File: config.mk
export PLATFORM = sky130hd
export DESIGN_NAME = lbh_cell
export DESIGN_NICKNAME = d
export VERILOG_FILES = /design/src/sv/lbh_pkg.sv /design/src/sv/lbh_cell.sv
export SDC_FILE = /design/constraint.sdc
export NUM_CORES = 1
export LEC_CHECK = 0
export BUFFER_PORTS_ARGS = -buffer_cell sky130_fd_sc_hd__buf_4
export CAP_MARGIN = 30
export CORE_MARGIN = 2
export CORE_UTILIZATION = 42
export DETAILED_ROUTE_END_ITERATION = 16
export GPL_ROUTABILITY_DRIVEN = 1
export PLACE_DENSITY = 0.78
export SLEW_MARGIN = 20
export SYNTH_ARGS = -nofsm -noshare
export SYNTH_HDL_FRONTEND = slang
export SYNTH_SLANG_ARGS = --single-unit
export TNS_END_PERCENT = 50
File: constraint.sdc
create_clock -name clk_i -period 2 [get_ports clk_i]
set_input_delay 0.4 -clock clk_i [delete_from_list [all_inputs] [get_ports clk_i]]
set_output_delay 0.4 -clock clk_i [all_outputs]
set_load 0.01 [all_outputs]
File: src/sv/lbh_pkg.sv
// ----------------------------------------------------------------------------
// lbh_pkg: shared types and constants for the log-bucket latency histogram
// ----------------------------------------------------------------------------
package lbh_pkg;

  localparam int unsigned BucketCountDef = 256;
  localparam int unsigned CountWidthDef  = 32;
  localparam int unsigned ValW           = 63;
  localparam int unsigned TotalW         = 40;
  localparam int unsigned QW             = 17;
  localparam logic [ValW-1:0] ValMax     = {ValW{1'b1}};
  localparam logic [QW-1:0]   QOne       = QW'(65536);

  typedef enum logic {
    CMD_RECORD = 1'b0,
    CMD_QUERY  = 1'b1
  } cmd_e;

  // bound i of the log-scale rom, rebuilt from the fixed-point recurrence
  function automatic logic [ValW-1:0] bound_at(input int unsigned idx);
    logic [63:0] ip, fp, prev, ub, f21, i21, r;
    logic        sat;
    ip = 64'd1;
    fp = 64'd0;
    prev = 64'd0;
    ub = 64'd0;
    sat = 1'b0;
    for (int unsigned i = 0; i <= idx; i++) begin
      if (sat) begin
        ub = {1'b0, ValMax};
      end else begin
        ub = ip + ((fp >= 64'h8000_0000) ? 64'd1 : 64'd0);
        if (ub > {1'b0, ValMax}) ub = {1'b0, ValMax};
      end
      if (ub < 64'd1) ub = 64'd1;
      if (i > 0 && ub <= prev) ub = (prev >= {1'b0, ValMax}) ? {1'b0, ValMax} : prev + 64'd1;
      prev = ub;
      if (!sat) begin
        if (ip >= (64'd1 << 58)) begin
          sat = 1'b1;
        end else begin
          f21 = fp * 64'd21;
          i21 = ip * 64'd21 + (f21 >> 32);
          f21 = f21 & 64'hFFFF_FFFF;
          r   = i21 % 64'd20;
          ip  = i21 / 64'd20;
          fp  = ((r << 32) | f21) / 64'd20;
        end
      end
    end
    return ub[ValW-1:0];
  endfunction

endpackage

File: src/sv/lbh_cell.sv
// ----------------------------------------------------------------------------
// lbh_cell: one bucket of the histogram chain
// ----------------------------------------------------------------------------
module lbh_cell #(
  parameter int unsigned CountWidth = lbh_pkg::CountWidthDef,
  parameter logic [lbh_pkg::ValW-1:0] Bound = '0
) (
  input  logic                      clk_i,
  input  logic                      rst_ni,
  input  logic                      inc_i,
  input  logic                      shift_i,
  input  logic [CountWidth-1:0]     cnt_i,
  output logic [CountWidth-1:0]     cnt_o,
  output logic [lbh_pkg::ValW-1:0]  bound_o
);
  import lbh_pkg::*;

  logic [CountWidth-1:0] cnt_q, cnt_d;

  // during a walk the counts rotate through the chain toward cell 0
  always_comb begin
    cnt_d = cnt_q;
    if (shift_i) begin
      cnt_d = cnt_i;
    end else if (inc_i && cnt_q != {CountWidth{1'b1}}) begin
      cnt_d = cnt_q + CountWidth'(1);
    end
  end

  always_ff @(posedge clk_i or negedge rst_ni) begin
    if (!rst_ni) begin
      cnt_q <= '0;
    end else begin
      cnt_q <= cnt_d;
    end
  end

  assign cnt_o   = cnt_q;
  assign bound_o = Bound;
endmodule

== After elaboration in Yosys (flattened, before gate mapping) ==
Index checks and enable logic that the tools add are counted.

* Register bits: 32
* Input port bits: 36
* Output and inout bits: 95
* Word-level logic and storage cells: 7

* Mux-type cells: 2
* Equal/unequal tests: 1
* Reduce and logical (&&, ||, !) cells: 2
* Add/subtract/negate cells: 1

{| class="wikitable"
|+ Operators with widths
! kind !! number
|-
| $mux 32 || 2
|-
| $add 32x1->32 const B || 1
|-
| $ne 32x32->1 const B || 1
|-
| $reduce_bool 2->1 || 1
|-
| $logic_and 1x1->1 || 1
|}

== Longest topological paths before layout ==
Gate-level depths: netlist of the first run.

* Depth after elaboration: 4
* Gate-level depth with buffers: 7
* Mapped depth without buffers: 6

== Least setup slack after synthesis of the first run ==
OpenSTA, ideal clock, no wires.

* Kind: reg-to-reg
* Start point: register cnt_q[0] (netlist: cnt_o[0])
* End point: register cnt_q[28] (netlist: cnt_o[28])
* Path buffers: 1
* Required time: 1.875 ns
* Path slack: -0.184 ns
* Stages on the path, launching flop included: 8
* Library setup time: 0.125 ns
* Clock period less this slack: 2.184 ns
* Arrival time: 2.060 ns
* Cells stage by stage: dfrtp_1 -> ha_1 -> nand4_1 -> or4_1 -> buf_6 -> a2111oi_4 -> xor2_1 -> mux2_2

* Word-level cells in the longest chain between the ends: 3
* Elaborated cells on any way between the ends: 6
* Classes of those cells: add/sub (1); eq/ne (1); mux (2); reduce/logical (2)

{| class="wikitable"
|+ RTL lines
! what !! RTL line !! RTL
|-
| start: declaration || lbh_cell.sv:18 || <nowiki>logic [CountWidth-1:0] cnt_q, cnt_d;</nowiki>
|-
| start signal: assignment || lbh_cell.sv:34 || <nowiki>cnt_q <= cnt_d;</nowiki>
|-
| $add 32x1->32 or $ne 32x32->1 (tied branches) || lbh_cell.sv:26, lbh_cell.sv:25 ||
|-
| $mux 32 or $logic_and 1x1->1 (tied branches) || lbh_cell.sv:25 || <nowiki>end else if (inc_i && cnt_q != {CountWidth{1'b1}}) begin</nowiki>
|-
| $mux 32 or $reduce_bool 2->1 (tied branches) || - ||
|}

Several ways; a longest one is shown, not always the timed one. The select of a mux whose other input is x is not followed.
A chain may end at the register's enable or synchronous reset.

== Worst setup path in the final report of the first run ==
* Start point: register cnt_q[0] (netlist: cnt_o[0])
* End point: register cnt_q[22] (netlist: cnt_o[22])

The elaborated chain is that of the path after synthesis.

==> out/results.tsv, run 1 <==
stage	metric	value	unit
status	status	finished, violations left	
status	failing checks	negative setup slack	
routing	vias	2598	
setup_path	Worst Path Buf+Inv	2	
place	placed cells	486	
setup_path	worst endpoint required time	2180	ps
clock_tree	root buffer cell	clkbuf_8	
grt	grt ovf	0	
worst_hold_path	Hold WC Path Type	input port to async pin	
clock_tree	# clock sinks	32	
logic_synthesis	Ys Warns	0	
routing	TritonRoute pass-1 iters	4	
routing	final WL	7.32	mm
pwr	P_int	1.32	mW
logic_synthesis	Unique masters post-synth	42	
layout	max reg flops	32	
logic_synthesis	largest area contributor in the netlist	dfrtp_1	
clock_tree	Worst-Skew Late Latency	290	ps
clock_tree	htree depth	2	
sta	RSZ-0062 raised after global routing	true	
routing	post-route ant nets	0	
pwr	Leakage	1.69	nW
setup_path	CP Max Fanout	5	
pwr	Worst VDD drop	0.343	mV
pwr	Comb power frac	31.8	%
clock_tree	Clock Path Buffers	2	
setup_path	CP delay by family, top	simple AND/OR/NAND/NOR gates	
floorplan	Die Y	82.7	um
routing	Routed WL per cell	14.5	um
layout	Layout Cells excl Fill	504	
floorplan	die area	6830	um2
pwr	Clk pwr share	28.9	%
setup_path	Worst Setup End Kind	flip-flop	
sta	Tcrit/Tclk final	106	%
logic_synthesis	flops & latches, synth	32	
sta	fin crit period	2120	ps
pwr	PD cells	540	nW/um2
floorplan	Initial Util	43.6	%
sta	Fmax	472	MHz
floorplan	die width	82.7	um
layout	diodes inserted	0	
grt	first-pass GRT wire length	10.9	mm
place	GP Congestion	0.947	
layout	layout cell share with drive strength beyond 1	37.3	%
flow_run	Max-cap violations	0	
sta	clock skew	7.70	ps
logic_synthesis	mapped cell area	2600	um2
routing	Initial DRC Count	181	
setup_path	startpoint types	flip-flop	
pwr	sw frac	32.1	%
sta	Max Slew Vio Count	0	
logic_synthesis	top-area cell type share of the netlist area	30.8	%
setup_path	kind of critical path	flip-flop to flip-flop	
clock_tree	Clock transition at path regs	70	ps
pwr	register share of total power	39.3	%
logic_synthesis	cells after synthesis	307	
place	Detailed Place HPWL	5.38	mm
logic_synthesis	sequential share of the synthesized area	30.8	%
setup_path	CP peak stage delay	540	ps
sta	Fin. Hold Viols	0	
floorplan	io pins	131	
grt	vias in the first global route	2265	
sta	final setup vio count	11	
routing	DRC	0	
logic_synthesis	top cells by area, synth	dfrtp_1 (31%), buf_4 (18%), nand2_1 (5.2%)	
grt	gr usage total	20.9	%
setup_path	CP cell instances	ha_4, nand4_1, or4_4, buf_12, buf_6, a2111oi_4, xnor2_1, o21ai_1	
logic_synthesis	post-synthesis average cell area	8.46	um2
setup_path	CP max stage cell	or4_4	
sta	Worst Setup Slack, final	-119	ps
grt	initial antenna violation count	0	
floorplan	row count	28	
clock_tree	TritonCTS Buffers	5	
layout	post-layout util	60.5	%
place	PortBufs	67	
grt	largest net degree at the start of global routing	33	
pwr	Net Switching	0.624	mW
clock_tree	TritonCTS clock tree	built	
layout	final net count	465	
floorplan	core area	5960	um2
setup_path	Worst EP arrival	2290	ps
routing	drt via density	5.15	
layout	Syn-to-layout area delta	38.6	%
## cell usage in the layout, fill, tap and decap left out, drive strengths merged, types with 6 or more instances in the layout
cell type,netlist,final
a311o,6,6
a31oi,7,7
and4,6,6
buf,67,128
clkbuf,9,8
conb,1,63
dfrtp,32,32
inv,9,9
nand2,36,36
nand3,18,18
nand4,22,22
nor2,18,18
o21ai,13,13
or4,6,6
xnor2,13,13
## layout make-up
type | count | area, um2
fillers | 512 | 2350
multi-input cells | 251 | 1570
repair buffers | 128 | 997
flip-flops and latches | 32 | 807
clock buffers | 8 | 100
well taps | 75 | 93.8
inverters | 10 | 37.5
## worst paths after layout
kind	startpoint	endpoint	slack, ps	cells past startpoint
setup / recovery	cnt_o[0]	cnt_o[22]	-120	8
hold / removal	rst_ni	cnt_o[25]	40	1
setup reg to reg	cnt_o[0]	cnt_o[22]	-120	8
hold reg to reg	cnt_o[29]	cnt_o[29]	600	2
max in group asynchronous	rst_ni	cnt_o[1]	1620	1
min in group clk_i	cnt_i[15]	cnt_o[15]	310	3
## kinds of logic (layout without fill, tap and decap cells)
logic type / Yosys count / count (layout) / synth area share [%]
multiplexers: 3 / 3 / 1.25
XOR/XNOR: 15 / 15 / 5.06
AO/OA/AOI/OAI: 48 / 48 / 15.5
flip-flops: 32 / 32 / 30.8
buffers and inverters: 86 / 146 / 22.0
adder cells (fa/ha/maj): 1 / 1 / 0.481
AND/OR/NAND/NOR: 121 / 121 / 24.8
other: 1 / 63 / 0.144
## per-stage QoR
step           hold WS (ps)  setup WS [ps]  area, um2  TNS, ps  total power, mW
2_1_floorplan           104          -87.4       2900     -381             1.13
3_3_place_gp            364          -15.1       3330    -27.0             1.36
3_5_place_dp            372          -79.5       3330     -204             1.37
4_1_cts                60.4          -61.2       3500    -88.4             1.93
5_1_grt                75.6           -185       3600    -1580             2.04
6_report               41.2           -119       3600     -692             1.94
## what timing repair did
| action | 4_1_cts | 5_1_grt |
|---|---|---|
| buffers inserted | 5 | 7 |
| resized for setup | 5 | 14 |
| pin swaps | 9 | 17 |
| hold buffers | 0 | 0 |
| gates cloned | 0 | 0 |
| endpoints found under the setup margin | 7 | 24 |
## power by group through the flow
stage          combinational, mW  clock (mW)  sequential, mW
3_5_place_dp               0.598           0           0.774
3_3_place_gp               0.586           0           0.771
6_report                   0.618       0.562           0.764
4_1_cts                    0.605       0.561           0.764
5_1_grt                    0.678       0.594           0.772
2_1_floorplan              0.301           0           0.833
## synthesized netlist by cell type (all sizes together)
cell type / count
a211o: 2
nand4: 22
and2: 5
inv: 9
clkinv: 1
a211oi: 4
ha: 1
nand3: 18
a311oi: 1
a2111oi: 4
a21oi: 3
nor4: 2
mux2: 2
xor2: 2
o31ai: 3
o211ai: 2
o21ai: 13
nand2: 36
conb: 1
buf: 67
or4: 6
mux2i: 1
clkbuf: 9
nor3: 1
xnor2: 13
nor2: 18
dfrtp: 32
or4b: 1
or3: 1
and4: 6
and3: 5
a31oi: 7
o311ai: 3
a311o: 6
## metal layers
layer	GRT usage, %	wire length, um	part of all wire [%]
met5	0	0	0
met4	4.92	149	2.0
met3	5.43	626	8.5
met2	34.4	3550	48
met1	27.5	3000	41
(Power assumes the default switching activity.)
==> run 2, diff against run 1 <==
--- a/config.mk
+++ b/config.mk
@@ -7,6 +7,7 @@
 export LEC_CHECK = 0
 export BUFFER_PORTS_ARGS = -buffer_cell sky130_fd_sc_hd__buf_4
 export CAP_MARGIN = 30
+export CORE_ASPECT_RATIO = 0.75
 export CORE_MARGIN = 2
 export CORE_UTILIZATION = 42
 export DETAILED_ROUTE_END_ITERATION = 16
==> out/results.tsv, run 2 (same netlist as run 1, synthesis figures left out) <==
stage	metric	value	unit	change
status	status	finished, final reports clean		
place	PortBufs	67		unchanged
layout	commonest cells after routing, fill and taps aside	buf_4 (115), conb_1 (63), nand2_1 (36), dfrtp_1 (27), nand4_1 (21)		
routing	DRC	0		unchanged
pwr	Leakage	1.67	nW	-1.5%
clock_tree	Clock Path Buffers	2		unchanged
sta	RSZ-0062 raised after global routing	true		
floorplan	Initial Util	44.2	%	+0.52 points
sta	setup total negative slack	0	ps	+692 ps
layout	Syn-to-layout area delta	36.9	%	
floorplan	die area	6840	um2	about the same
layout	diodes inserted	0		unchanged
setup_path	worst endpoint required time	2180	ps	about the same
routing	Initial DRC Count	138		-24%
place	GP Congestion	0.867		-8.5%
setup_path	Worst EP arrival	2170	ps	-120 ps
layout	Layout Cells excl Fill	501		-0.60%
layout	final net count	459		-1.3%
sta	Tcrit/Tclk final	99.5	%	-6.4 points
clock_tree	TritonCTS Buffers	5		unchanged
setup_path	Worst Setup End Kind	flip-flop		
routing	final WL	7.09	mm	-3.1%
grt	largest net degree at the start of global routing	33		unchanged
floorplan	die width	94.8	um	+15%
layout	max reg flops	32		unchanged
routing	vias	2529		-2.7%
floorplan	Die Y	72.1	um	-13%
routing	Routed WL per cell	14.2	um	-2.5%
setup_path	kind of critical path	flip-flop to flip-flop		
sta	fin crit period	1990	ps	-129 ps
setup_path	startpoint types	flip-flop		
setup_path	CP Max Fanout	6		+1
floorplan	io pins	131		unchanged
routing	drt via density	5.05		-2.1%
clock_tree	TritonCTS clock tree	built		
place	Detailed Place HPWL	5.49	mm	+2.1%
floorplan	row count	24		-14%
clock_tree	Clock transition at path regs	70	ps	about the same
grt	grt ovf	0		unchanged
sta	final setup vio count	0		-11
routing	TritonRoute pass-1 iters	4		unchanged
sta	Fin. Hold Viols	0		unchanged
grt	first-pass GRT wire length	10.9	mm	+0.38%
grt	gr usage total	20.3	%	-0.57 points
sta	clock skew	11.1	ps	+3.40 ps
flow_run	Max-cap violations	0		unchanged
place	placed cells	491		+1.0%
floorplan	core area	5890	um2	-1.2%
worst_hold_path	Hold WC Path Type	input port to async pin		
clock_tree	root buffer cell	clkbuf_8		
layout	layout cell share with drive strength beyond 1	36.4	%	-0.89 points
grt	vias in the first global route	2266		+0.044%
layout	most common cell after layout, fill and taps aside	buf_4		
routing	post-route ant nets	0		unchanged
sta	Fmax	503	MHz	+6.5%
pwr	Worst VDD drop	0.355	mV	+3.7%
clock_tree	htree depth	2		unchanged
pwr	PD cells	564	nW/um2	+4.5%
clock_tree	# clock sinks	32		unchanged
clock_tree	hold_buf cts	0		unchanged
grt	initial antenna violation count	0		unchanged
clock_tree	Worst-Skew Late Latency	290	ps	about the same
sta	Max Slew Vio Count	0		unchanged
==> run 2: changes by cell type in the layout (fill, tap and decap cells not counted), moves of 2 or more <==
cell,previous run,this run
buf_4,123,115
buf_6,3,6
clkbuf_8,7,5
or4_1,5,3
or4_4,1,3
==> run 2: cell type report <==
type | count | area [um2]
timing repair buffer | 122 | 951
inverter | 10 | 37.5
sequential | 32 | 807
fill | 549 | 2330
tap | 78 | 97.6
clock inverter | 2 | 35.0
clock buffer | 6 | 72.6
multi-input combinational | 251 | 1560
==> run 2: where the power goes <==
group	total [mW]	internal, mW	switching [mW]
clock network	0.626	0.370	0.256
logic	0.616	0.296	0.320
registers	0.766	0.711	0.0542
==> run 2: layer usage <==
metal	global-route usage, %	part of all wire, %	vias up
met4	5.80	1.1	0
met1	28.7	45	1210
met5	0	0	-
li1	-	-	1216
met2	31.5	47	94
met3	4.36	6.9	9
==> run 2: timing repair <==
| item | 4_1_cts | 5_1_grt |
|---|---|---|
| gates cloned | 0 | 0 |
| hold endpoints to repair | 0 | 0 |
| endpoints found under the setup margin | 14 | 22 |
| pin swaps | 3 | 11 |
| setup buffers | 0 | 2 |
| resized for setup | 3 | 16 |
==> run 2: final timing paths <==
| kind | start | end | slack (ps) | cells past startpoint |
|---|---|---|---|---|
| max in group asynchronous | rst_ni | cnt_o[1] | 1610 | 1 |
| worst min-delay path | rst_ni | cnt_o[31] | 40 | 1 |
| worst max register to register | cnt_o[1] | cnt_o[20] | 10 | 7 |
| min in group clk_i | cnt_i[10] | cnt_o[10] | 310 | 3 |
| worst min register to register | cnt_o[31] | cnt_o[31] | 620 | 2 |
| worst max-delay path | cnt_o[1] | cnt_o[20] | 10 | 7 |
==> run 2: per-stage QoR <==
stage	util [%]	power (mW)	setup slack (ps)	area, um2	hold WS (ps)
final	60.5	2.01	10.0	3560	42.1
after global routing	60.5	2.11	-63.7	3560	80.2
after CTS	59.2	2.01	-49.2	3480	55.1
after detailed placement	57.1	1.38	-109	3360	370
after global placement	57.1	1.36	-69.8	3360	364
after floorplan	-	1.13	-87.4	2900	104
==> run 2: critical path: stages, from the launching register on <==
cell,delay [ps]
dfrtp_2,410
ha_4,150
nand4_1,130
or4_4,460
buf_6,160
a2111oi_4,330
xnor2_1,160
o21ai_1,70
